[config.mk]
export PLATFORM = sky130hd
export DESIGN_NAME = sample_offset_dedupe_table
export DESIGN_NICKNAME = d
export VERILOG_FILES = /design/src/hw/rtl/sodt_pkg.sv /design/src/hw/rtl/sample_offset_dedupe_table.sv /design/src/hw/rtl/sodt_chan_mem.sv /design/src/hw/rtl/sodt_key_mem.sv /design/src/hw/rtl/sodt_desc_mem.sv
export SDC_FILE = /design/constraint.sdc
export NUM_CORES = 2
export LEC_CHECK = 0
export BUFFER_PORTS_ARGS = -buffer_cell sky130_fd_sc_hd__buf_2
export CAP_MARGIN = 20
export CORE_MARGIN = 5
export CORE_UTILIZATION = 25
export CTS_BUF_LIST = sky130_fd_sc_hd__clkbuf_4 sky130_fd_sc_hd__clkbuf_8 sky130_fd_sc_hd__clkbuf_16
export DETAILED_ROUTE_END_ITERATION = 10
export HOLD_SLACK_MARGIN = 0.1
export SYNTH_ARGS = -nofsm -noshare
export SYNTH_HDL_FRONTEND = slang
export SYNTH_SLANG_ARGS = --single-unit
[constraint.sdc]
create_clock -name clk -period 5.9 [get_ports clk]
set_clock_uncertainty 0.1 [all_clocks]
set_input_delay 0.885 -clock clk [delete_from_list [all_inputs] [get_ports clk]]
set_output_delay 0.885 -clock clk [all_outputs]
set_load 0.02 [all_outputs]
[src/hw/rtl/sodt_pkg.sv]
package sodt_pkg;

  localparam int DEF_CHANNELS = 8;
  localparam int DEF_ENTRIES  = 64;
  localparam int DEF_SAMPLES  = 32;

  localparam int OP_W    = 1;
  localparam int CHAN_W  = 3;
  localparam int SNUM_W  = 5;
  localparam int PARAM_W = 8;
  localparam int LEN_W   = 17;
  localparam int CFG_W   = 7;

  localparam logic [CFG_W-1:0] MAX_ENTRIES_RST = 7'd64;
  localparam logic [OP_W-1:0]  OP_LOAD = 1'b0;
  localparam logic [OP_W-1:0]  OP_CELL = 1'b1;
  localparam logic [LEN_W-1:0] LOOP_MIN_LEN = 17'd2;

  typedef struct packed {
    logic [SNUM_W-1:0]  active_sample;
    logic [PARAM_W-1:0] offset_mem;
  } chan_rec_t;

  typedef struct packed {
    logic [LEN_W-1:0] used_len;
    logic [LEN_W-1:0] loop_begin;
    logic [LEN_W-1:0] loop_size;
  } desc_t;

  typedef struct packed {
    logic [SNUM_W-1:0]  sample;
    logic [PARAM_W-1:0] param;
  } key_t;

endpackage

[src/hw/rtl/sample_offset_dedupe_table.sv]
// Flow (transfer in to result valid): a descriptor load goes to OUT, a plain cell
// through CHAN to OUT, an offset cell through CHAN and SCAN to OUT on a hit, or
// through FILL and MAKE when an entry is created. Throughput: one item at a time; an
// offset cell holds the block through the key memory scan at one entry per cycle.
// Reset: channel records read as zero, entry count 0, capacity 64; key and
// descriptor memories are not cleared, so the block is ready right after reset.
module sample_offset_dedupe_table
  import sodt_pkg::*;
#(
  parameter int CHANNELS = DEF_CHANNELS,
  parameter int ENTRIES  = DEF_ENTRIES,
  parameter int SAMPLES  = DEF_SAMPLES
) (
  input  logic               clk,
  input  logic               rst_n,

  input  logic               cfg_valid,
  output logic               cfg_ready,
  input  logic [CFG_W-1:0]   cfg_max_entries,

  input  logic               in_valid,
  output logic               in_ready,
  input  logic [OP_W-1:0]    in_op,
  input  logic [CHAN_W-1:0]  in_channel,
  input  logic [SNUM_W-1:0]  in_sample_number,
  input  logic               in_is_offset_effect,
  input  logic [PARAM_W-1:0] in_offset_param,
  input  logic [LEN_W-1:0]   in_used_length,
  input  logic [LEN_W-1:0]   in_loop_begin,
  input  logic [LEN_W-1:0]   in_loop_size,

  output logic               out_valid,
  input  logic               out_ready,
  output logic               out_is_subsample,
  output logic [PARAM_W-1:0] out_param,
  output logic               out_new_entry,
  output logic [SNUM_W-1:0]  out_entry_sample,
  output logic [LEN_W-1:0]   out_entry_start,
  output logic [LEN_W-1:0]   out_entry_length,
  output logic [LEN_W-1:0]   out_entry_loop_start,
  output logic [LEN_W-1:0]   out_entry_loop_length
);

  localparam int CHW = (CHANNELS > 1) ? $clog2(CHANNELS) : 1;
  localparam int EW  = (ENTRIES > 1) ? $clog2(ENTRIES) : 1;
  localparam int CW  = $clog2(ENTRIES + 1);
  localparam int SW  = (SAMPLES > 1) ? $clog2(SAMPLES) : 1;

  localparam logic [2:0] ST_IDLE = 3'd0;
  localparam logic [2:0] ST_CHAN = 3'd1;
  localparam logic [2:0] ST_SCAN = 3'd2;
  localparam logic [2:0] ST_FILL = 3'd3;
  localparam logic [2:0] ST_MAKE = 3'd4;
  localparam logic [2:0] ST_OUT  = 3'd5;

  logic [2:0]         state_r, state_nxt;
  logic [CFG_W-1:0]   max_r;
  logic [CW-1:0]      count_r, count_nxt;
  logic [EW-1:0]      scan_idx_r, scan_idx_nxt;

  logic               chan_ok_r;
  logic [CHW-1:0]     ch_addr_r;
  logic [SNUM_W-1:0]  snum_r;
  logic               is_off_r;
  logic [PARAM_W-1:0] param_r;
  logic [SNUM_W-1:0]  sample_r, sample_nxt;
  logic [PARAM_W-1:0] rparam_r, rparam_nxt;
  logic               samp_ok_r, samp_ok_nxt;
  logic [LEN_W-1:0]   len_r, len_nxt;

  logic               res_sub_r, res_sub_nxt;
  logic [PARAM_W-1:0] res_param_r, res_param_nxt;
  logic               res_new_r, res_new_nxt;
  logic [SNUM_W-1:0]  res_sample_r, res_sample_nxt;
  logic [LEN_W-1:0]   res_start_r, res_start_nxt;
  logic [LEN_W-1:0]   res_len_r, res_len_nxt;
  logic [LEN_W-1:0]   res_lstart_r, res_lstart_nxt;
  logic [LEN_W-1:0]   res_llen_r, res_llen_nxt;

  logic               out_valid_r;
  logic               out_sub_r;
  logic [PARAM_W-1:0] out_param_r;
  logic               out_new_r;
  logic [SNUM_W-1:0]  out_sample_r;
  logic [LEN_W-1:0]   out_start_r;
  logic [LEN_W-1:0]   out_len_r;
  logic [LEN_W-1:0]   out_lstart_r;
  logic [LEN_W-1:0]   out_llen_r;

  logic               in_xfer;
  logic               out_free;
  logic               out_load;

  logic               chan_rd_en;
  chan_rec_t          chan_rd;
  logic               chan_wr_en;
  chan_rec_t          chan_wr;

  logic               key_rd_en;
  logic [EW-1:0]      key_rd_addr;
  key_t               key_rd;
  logic               key_wr_en;
  key_t               key_wr;
  logic               key_hit;

  logic               desc_rd_en;
  logic               desc_wr_en;
  desc_t              desc_wr;
  desc_t              desc_rd;
  logic [LEN_W-1:0]   d_used;
  logic [LEN_W-1:0]   d_lbeg;
  logic [LEN_W-1:0]   d_lsize;
  logic [LEN_W-1:0]   base_len;
  logic               table_full;
  logic               loop_clear;

  assign cfg_ready = 1'b1;
  assign in_ready  = (state_r == ST_IDLE);
  assign in_xfer   = in_valid && in_ready;
  assign out_free  = !out_valid_r || out_ready;
  assign out_load  = (state_r == ST_OUT) && out_free;

  assign chan_rd_en = in_xfer;
  assign desc_wr_en = in_xfer && (in_op == OP_LOAD) && (int'(in_sample_number) < SAMPLES);
  assign desc_wr    = '{used_len: in_used_length, loop_begin: in_loop_begin,
                        loop_size: in_loop_size};

  sodt_chan_mem #(.CHANNELS(CHANNELS), .CHW(CHW)) u_chan_mem (
    .clk     (clk),
    .rst_n   (rst_n),
    .rd_en   (chan_rd_en),
    .rd_addr (CHW'(in_channel)),
    .rd_data (chan_rd),
    .wr_en   (chan_wr_en),
    .wr_addr (ch_addr_r),
    .wr_data (chan_wr)
  );

  sodt_key_mem #(.ENTRIES(ENTRIES), .EW(EW)) u_key_mem (
    .clk     (clk),
    .rd_en   (key_rd_en),
    .rd_addr (key_rd_addr),
    .rd_key  (key_rd),
    .wr_en   (key_wr_en),
    .wr_addr (EW'(count_r)),
    .wr_key  (key_wr)
  );

  sodt_desc_mem #(.SAMPLES(SAMPLES), .SW(SW)) u_desc_mem (
    .clk     (clk),
    .rd_en   (desc_rd_en),
    .rd_addr (SW'(sample_nxt)),
    .rd_data (desc_rd),
    .wr_en   (desc_wr_en),
    .wr_addr (SW'(in_sample_number)),
    .wr_data (desc_wr)
  );

  assign key_hit  = (key_rd.sample == sample_r) && (key_rd.param == rparam_r);
  assign key_wr   = '{sample: sample_r, param: rparam_r};

  assign d_used   = samp_ok_r ? desc_rd.used_len   : '0;
  assign d_lbeg   = samp_ok_r ? desc_rd.loop_begin : '0;
  assign d_lsize  = samp_ok_r ? desc_rd.loop_size  : '0;
  assign base_len = {1'b0, rparam_r, 8'h00};

  assign table_full = (int'(count_r) >= int'(max_r)) || (int'(count_r) >= ENTRIES);
  assign loop_clear = (d_lsize <= LOOP_MIN_LEN) || (len_r > d_lbeg);

  always_comb begin
    state_nxt      = state_r;
    count_nxt      = count_r;
    scan_idx_nxt   = scan_idx_r;
    sample_nxt     = sample_r;
    rparam_nxt     = rparam_r;
    samp_ok_nxt    = samp_ok_r;
    len_nxt        = len_r;
    res_sub_nxt    = res_sub_r;
    res_param_nxt  = res_param_r;
    res_new_nxt    = res_new_r;
    res_sample_nxt = res_sample_r;
    res_start_nxt  = res_start_r;
    res_len_nxt    = res_len_r;
    res_lstart_nxt = res_lstart_r;
    res_llen_nxt   = res_llen_r;
    chan_wr_en     = 1'b0;
    chan_wr        = chan_rd;
    key_rd_en      = 1'b0;
    key_rd_addr    = EW'(scan_idx_r + EW'(1));
    key_wr_en      = 1'b0;
    desc_rd_en     = 1'b0;

    unique case (state_r)
      ST_IDLE: begin
        if (in_xfer) begin
          res_sub_nxt    = 1'b0;
          res_new_nxt    = 1'b0;
          res_sample_nxt = '0;
          res_start_nxt  = '0;
          res_len_nxt    = '0;
          res_lstart_nxt = '0;
          res_llen_nxt   = '0;
          if (in_op == OP_LOAD) begin
            res_param_nxt = '0;
            state_nxt     = ST_OUT;
          end else begin
            res_param_nxt = in_offset_param;
            state_nxt     = ST_CHAN;
          end
        end
      end
      ST_CHAN: begin
        sample_nxt = (snum_r != '0) ? (snum_r - SNUM_W'(1)) : chan_rd.active_sample;
        rparam_nxt = (param_r != '0) ? param_r : chan_rd.offset_mem;
        chan_wr.active_sample = sample_nxt;
        chan_wr.offset_mem    = is_off_r ? rparam_nxt : chan_rd.offset_mem;
        chan_wr_en = chan_ok_r;
        if (chan_ok_r && is_off_r) begin
          res_param_nxt = rparam_nxt;
          samp_ok_nxt   = int'(sample_nxt) < SAMPLES;
          desc_rd_en    = 1'b1;
          if (count_r == '0) begin
            state_nxt = ST_FILL;
          end else begin
            key_rd_en    = 1'b1;
            key_rd_addr  = '0;
            scan_idx_nxt = '0;
            state_nxt    = ST_SCAN;
          end
        end else begin
          state_nxt = ST_OUT;
        end
      end
      ST_SCAN: begin
        if (key_hit) begin
          res_sub_nxt   = 1'b1;
          res_param_nxt = PARAM_W'(scan_idx_r);
          state_nxt     = ST_OUT;
        end else if (CW'(scan_idx_r) + CW'(1) == count_r) begin
          state_nxt = ST_FILL;
        end else begin
          key_rd_en    = 1'b1;
          scan_idx_nxt = scan_idx_r + EW'(1);
        end
      end
      ST_FILL: begin
        if (table_full) begin
          state_nxt = ST_OUT;
        end else begin
          len_nxt        = (base_len > d_used) ? d_used : base_len;
          key_wr_en      = 1'b1;
          count_nxt      = count_r + CW'(1);
          res_sub_nxt    = 1'b1;
          res_param_nxt  = PARAM_W'(count_r);
          res_new_nxt    = 1'b1;
          res_sample_nxt = sample_r;
          state_nxt      = ST_MAKE;
        end
      end
      ST_MAKE: begin
        res_start_nxt  = len_r;
        res_len_nxt    = d_used - len_r;
        res_lstart_nxt = loop_clear ? '0 : (d_lbeg - len_r);
        res_llen_nxt   = loop_clear ? '0 : d_lsize;
        state_nxt      = ST_OUT;
      end
      ST_OUT: begin
        if (out_free) begin
          state_nxt = ST_IDLE;
        end
      end
      default: begin
        state_nxt = ST_IDLE;
      end
    endcase
  end

  always_ff @(posedge clk) begin
    if (!rst_n) begin
      state_r     <= ST_IDLE;
      max_r       <= MAX_ENTRIES_RST;
      count_r     <= '0;
      out_valid_r <= 1'b0;
    end else begin
      state_r <= state_nxt;
      count_r <= count_nxt;
      if (cfg_valid && cfg_ready) begin
        max_r <= cfg_max_entries;
      end
      if (out_load) begin
        out_valid_r <= 1'b1;
      end else if (out_ready) begin
        out_valid_r <= 1'b0;
      end
    end
  end

  always_ff @(posedge clk) begin
    if (in_xfer) begin
      chan_ok_r <= int'(in_channel) < CHANNELS;
      ch_addr_r <= CHW'(in_channel);
      snum_r    <= in_sample_number;
      is_off_r  <= in_is_offset_effect;
      param_r   <= in_offset_param;
    end
    scan_idx_r   <= scan_idx_nxt;
    sample_r     <= sample_nxt;
    rparam_r     <= rparam_nxt;
    samp_ok_r    <= samp_ok_nxt;
    len_r        <= len_nxt;
    res_sub_r    <= res_sub_nxt;
    res_param_r  <= res_param_nxt;
    res_new_r    <= res_new_nxt;
    res_sample_r <= res_sample_nxt;
    res_start_r  <= res_start_nxt;
    res_len_r    <= res_len_nxt;
    res_lstart_r <= res_lstart_nxt;
    res_llen_r   <= res_llen_nxt;
    if (out_load) begin
      out_sub_r    <= res_sub_r;
      out_param_r  <= res_param_r;
      out_new_r    <= res_new_r;
      out_sample_r <= res_sample_r;
      out_start_r  <= res_start_r;
      out_len_r    <= res_len_r;
      out_lstart_r <= res_lstart_r;
      out_llen_r   <= res_llen_r;
    end
  end

  assign out_valid             = out_valid_r;
  assign out_is_subsample      = out_sub_r;
  assign out_param             = out_param_r;
  assign out_new_entry         = out_new_r;
  assign out_entry_sample      = out_sample_r;
  assign out_entry_start       = out_start_r;
  assign out_entry_length      = out_len_r;
  assign out_entry_loop_start  = out_lstart_r;
  assign out_entry_loop_length = out_llen_r;

endmodule

[src/hw/rtl/sodt_chan_mem.sv]
module sodt_chan_mem
  import sodt_pkg::*;
#(
  parameter int CHANNELS = DEF_CHANNELS,
  parameter int CHW = (CHANNELS > 1) ? $clog2(CHANNELS) : 1
) (
  input  logic           clk,
  input  logic           rst_n,
  input  logic           rd_en,
  input  logic [CHW-1:0] rd_addr,
  output chan_rec_t      rd_data,
  input  logic           wr_en,
  input  logic [CHW-1:0] wr_addr,
  input  chan_rec_t      wr_data
);

  chan_rec_t            mem [CHANNELS];
  logic [CHANNELS-1:0]  vld_r;
  chan_rec_t            rd_data_r;
  logic                 rd_vld_r;

  always_ff @(posedge clk) begin
    if (wr_en) begin
      mem[wr_addr] <= wr_data;
    end
    if (rd_en) begin
      rd_data_r <= mem[rd_addr];
    end
  end

  always_ff @(posedge clk) begin
    if (!rst_n) begin
      vld_r    <= '0;
      rd_vld_r <= 1'b0;
    end else begin
      if (wr_en) begin
        vld_r[wr_addr] <= 1'b1;
      end
      if (rd_en) begin
        rd_vld_r <= vld_r[rd_addr];
      end
    end
  end

  // unwritten channel reads as reset value
  assign rd_data = rd_vld_r ? rd_data_r : '0;

endmodule

[src/hw/rtl/sodt_key_mem.sv]
module sodt_key_mem
  import sodt_pkg::*;
#(
  parameter int ENTRIES = DEF_ENTRIES,
  parameter int EW = (ENTRIES > 1) ? $clog2(ENTRIES) : 1
) (
  input  logic          clk,
  input  logic          rd_en,
  input  logic [EW-1:0] rd_addr,
  output key_t          rd_key,
  input  logic          wr_en,
  input  logic [EW-1:0] wr_addr,
  input  key_t          wr_key
);

  key_t mem [ENTRIES];
  key_t rd_key_r;

  always_ff @(posedge clk) begin
    if (wr_en) begin
      mem[wr_addr] <= wr_key;
    end
    if (rd_en) begin
      rd_key_r <= mem[rd_addr];
    end
  end

  assign rd_key = rd_key_r;

endmodule

[src/hw/rtl/sodt_desc_mem.sv]
module sodt_desc_mem
  import sodt_pkg::*;
#(
  parameter int SAMPLES = DEF_SAMPLES,
  parameter int SW = (SAMPLES > 1) ? $clog2(SAMPLES) : 1
) (
  input  logic          clk,
  input  logic          rd_en,
  input  logic [SW-1:0] rd_addr,
  output desc_t         rd_data,
  input  logic          wr_en,
  input  logic [SW-1:0] wr_addr,
  input  desc_t         wr_data
);

  desc_t mem [SAMPLES];
  desc_t rd_data_r;

  always_ff @(posedge clk) begin
    if (wr_en) begin
      mem[wr_addr] <= wr_data;
    end
    if (rd_en) begin
      rd_data_r <= mem[rd_addr];
    end
  end

  assign rd_data = rd_data_r;

endmodule

==> impl_results.md <==
- First-pass GRT wire length: 497000 um
- CTS max path bufs: 4
- FILL cells: 45700
- Vias per cell: 4.99
- RSZ-0062 raised after global routing: no
- Slew @ Worst Pin: about 1100 ps
- Syn_nets: 7297
- Gpl congestion: 0.830
- Power density cells: approximately 450 mW/mm^2
- Post-synth EDFFs: 2859
- Postcts setup bufs: 0
- Synth Instances: 7161
- Final hold vios: 0
- HP Class: input port to flop
- CP Capture Type: flop
- IO Count: 167
- Crit-path slowest cell: o21a_4
- 1st-iter DRT viols: 7952
- WL/cell: between 20 and 30 um
- Drt pass-1 iters: 6
- Vias: 69200
- Die Area: around 0.48 mm^2
- Post-route DRC: 0
- Ys async rst share: 0%
- HPWL after DPL: about 200000 um
- Peak Freq: 217 MHz
- # nets final: around 7600
- Routed Antenna Nets: 0
- H-tree levels: 5
- Share of cells above drive strength 1: about 18%
- Cell Count Post-Placement: roughly 13000
- Post-place instance area: roughly 0.13 mm^2
- Grt ovf: 0
- Max-slew headroom: 23.7%
- Clk root buf: clkbuf_16
- CORE AREA: between 0.4 and 0.5 mm^2
- Min Tclk post-route: 4610 ps
- CP startpoint kind: flop
- Number of global-route vias before repair: 68500
- # setup viols final: 0
- Horiz. Die Dim: 693 um
- Crit path capture: u_desc_mem.rd_data[4]
- GRT Util Overall: between 10% and 20%
- Status: finished clean
- Crit path from: snum_r[0]
- Worst-skew pair later-pin latency: roughly 930 ps
- Fin Setup TNS: 0 ps
- Fin area: approximately 0.14 mm^2
- Post-synthesis cell type count: 84
- Largest delay share family, worst path: simple AND/OR/NAND/NOR gates
- Worst path most repeated cell: buf_12
- CTS sink cnt: around 2900
- CP Cell Sequence: inv_1 > ha_1 > nor4b_4 > mux2i_4 > o21a_4 > buf_12 > buf_12 > mux2_2 > o211ai_1 > nand4_1 > or3_1
- CP Data Required Time: around 6400 ps
- Clock slew at reported path FFs: 60 ps
- Initial antenna violation count: 54
- Syn-to-layout area delta: 16.8%
- Die Height: 693 um
- Share of the synthesized area in the top cell type: 73.5%
- Register area share after synthesis: approximately 74%
- Number of CTS-inserted buffers: around 310
- Ys flop type: edfxtp_1
- Critical Path Stages: 11
- IR drop worst, VDD: about 0.0006 V
- Initial Utilization: 25.0%
- Leak Pwr: 0.0443 uW
- Worst R2R Start: snum_r[0]
- Post-synthesis area per instance: between 15 and 20 um^2
- CTS tree: yes
- PortBufs: 165
- Crit-path max cell delay: 540 ps
- Synthesized area: 0.117 mm^2
- WP data arrival: ~5100 ps
- Yosys top cell by area: edfxtp_1
- Critical path class: flop to flop
- Post-Layout Cell Count: 13900
- Pins Over Slew Limit: 0
- Largest net degree at the start of global routing: 187
- Yosys warns: 0
- Reg-to-Reg End: u_desc_mem.rd_data[4]
- Slack of the worst reg-to-reg path: approximately 1300 ps
- Drt total wl: 349000 um
- Synth area leaders: edfxtp_1 74%, o211ai_1 4.0%, mux2i_1 3.7%
- Max cap viols: 0
- Period utilisation layout: between 70% and 80%
- Num rows: 251
- Worst r2r path cells: 11
- CP Max Fanout: 76
- Worst path bufs/invs: 3
- #FFs+latches synth: 2891
==> worst min-delay path by stage <==
stage	start	to	slack [ps]	cells after the start
2_1_floorplan	res_len_r[0]	out_entry_length[0]	300	0
3_3_place_gp	res_start_r[14]	out_entry_start[14]	310	0
3_5_place_dp	res_start_r[4]	out_entry_start[4]	300	0
4_1_cts	in_sample_number[1]	snum_r[1]	140	1
5_1_grt	in_sample_number[1]	snum_r[1]	170	1
6_report	in_sample_number[1]	snum_r[1]	200	1
==> what timing repair did <==
action	CTS	global route
gates resized for setup	0	0
hold buffers	16	0
hold endpoints to repair	16	0
==> worst reg2reg max path, stage by stage (launching register included) <==
cell,delay [ps]
edfxtp_1,440
inv_1,130
ha_1,230
nor4b_4,460
mux2i_4,500
o21a_4,540
buf_12,290
buf_12,430
mux2_2,450
o211ai_1,240
nand4_1,150
or3_1,370
==> registers in the layout, indices dropped and copies added (netlist names), 13 cells and up <==
signal / cells
out_entry_loop_length: 17
res_llen_r: 17
u_chan_mem.rd_data_r: 13
res_start_r: 17
out_entry_start: 17
res_lstart_r: 17
len_r: 17
res_len_r: 17
u_chan_mem.mem: 104
out_entry_loop_start: 17
u_desc_mem.mem: 1632
u_key_mem.mem: 832
u_key_mem.rd_key: 13
out_entry_length: 17
u_desc_mem.rd_data: 51
==> routing by layer <==
layer	wire [um]	share of wire [%]	track usage [%]
met5	157	0.045	0
met4	11000	3.2	4.20
met3	29300	8.4	2.63
met2	168000	48	23.1
met1	140000	40	18.3
==> cell usage after synthesis, types with 77 or more instances <==
cell / count
o221ai_1: 161
o31ai_1: 77
clkbuf_1: 402
or3_1: 155
mux2i_1: 431
nor2_1: 370
mux4_2: 80
nor3_1: 186
mux2_2: 263
edfxtp_1: 2859
inv_1: 269
o211ai_1: 622
buf_2: 78
a21oi_1: 176
nand2_1: 114
==> logic make-up (layout without fill, tap and decap cells) <==
kind of cell    count (synthesis)  in the layout  synth area share [%]
mux                           783            783                  7.86
buf+inv                       789           1276                  2.65
simple gates                 1107           1107                  4.78
flops                        2891           2891                  74.1
compound gates               1490           1490                  9.71
fa+ha+maj                      55             55                 0.602
other cells                     2             15               0.00643
xor+xnor                       44             44                 0.330
==> where the power goes <==
group	internal (uW)	switching [uW]	total, uW
registers	24500	727	25200
logic	5960	11000	16900
clock network	10900	7970	18900
total	41300	19700	61000
==> stage by stage <==
stage	utilization (%)	setup WS, ps	power (uW)	hold slack (ps)
floorplan	-	1400	36300	300
global placement	27.1	1520	42200	305
detailed placement	27.1	1390	42500	305
CTS	29.2	1350	61300	136
global route	29.2	1130	63300	166
finish	29.2	1290	61000	203
==> layout by cell type, fill, tap and decap left out, types with 73 or more instances in the layout <==
master and count:
a21oi_1 175, buf_2 165, buf_4 241, clkbuf_16 312, clkinv_1 75, edfxtp_1 2859, inv_1 269, mux2_2 263
mux2i_1 430, mux4_2 80, nand2_1 112, nor2_1 334, nor3_1 183, o211ai_1 622, o221ai_1 161, o22a_1 73
o31ai_1 77, or3_1 155
==> cell type report <==
class	count	area [um^2]	share of cell area, %
Clock buffer	370	8250	6.05
Multi-Input combinational cell	3481	27700	20.3
Antenna cell	13	32.5	0.0238
Tap cell	6198	7750	5.68
Inverter	275	1040	0.766
Sequential cell	2891	86500	63.4
Clock inverter	167	1500	1.10
Timing Repair Buffer	464	3600	2.64
Power figures use the tool's default switching activity.
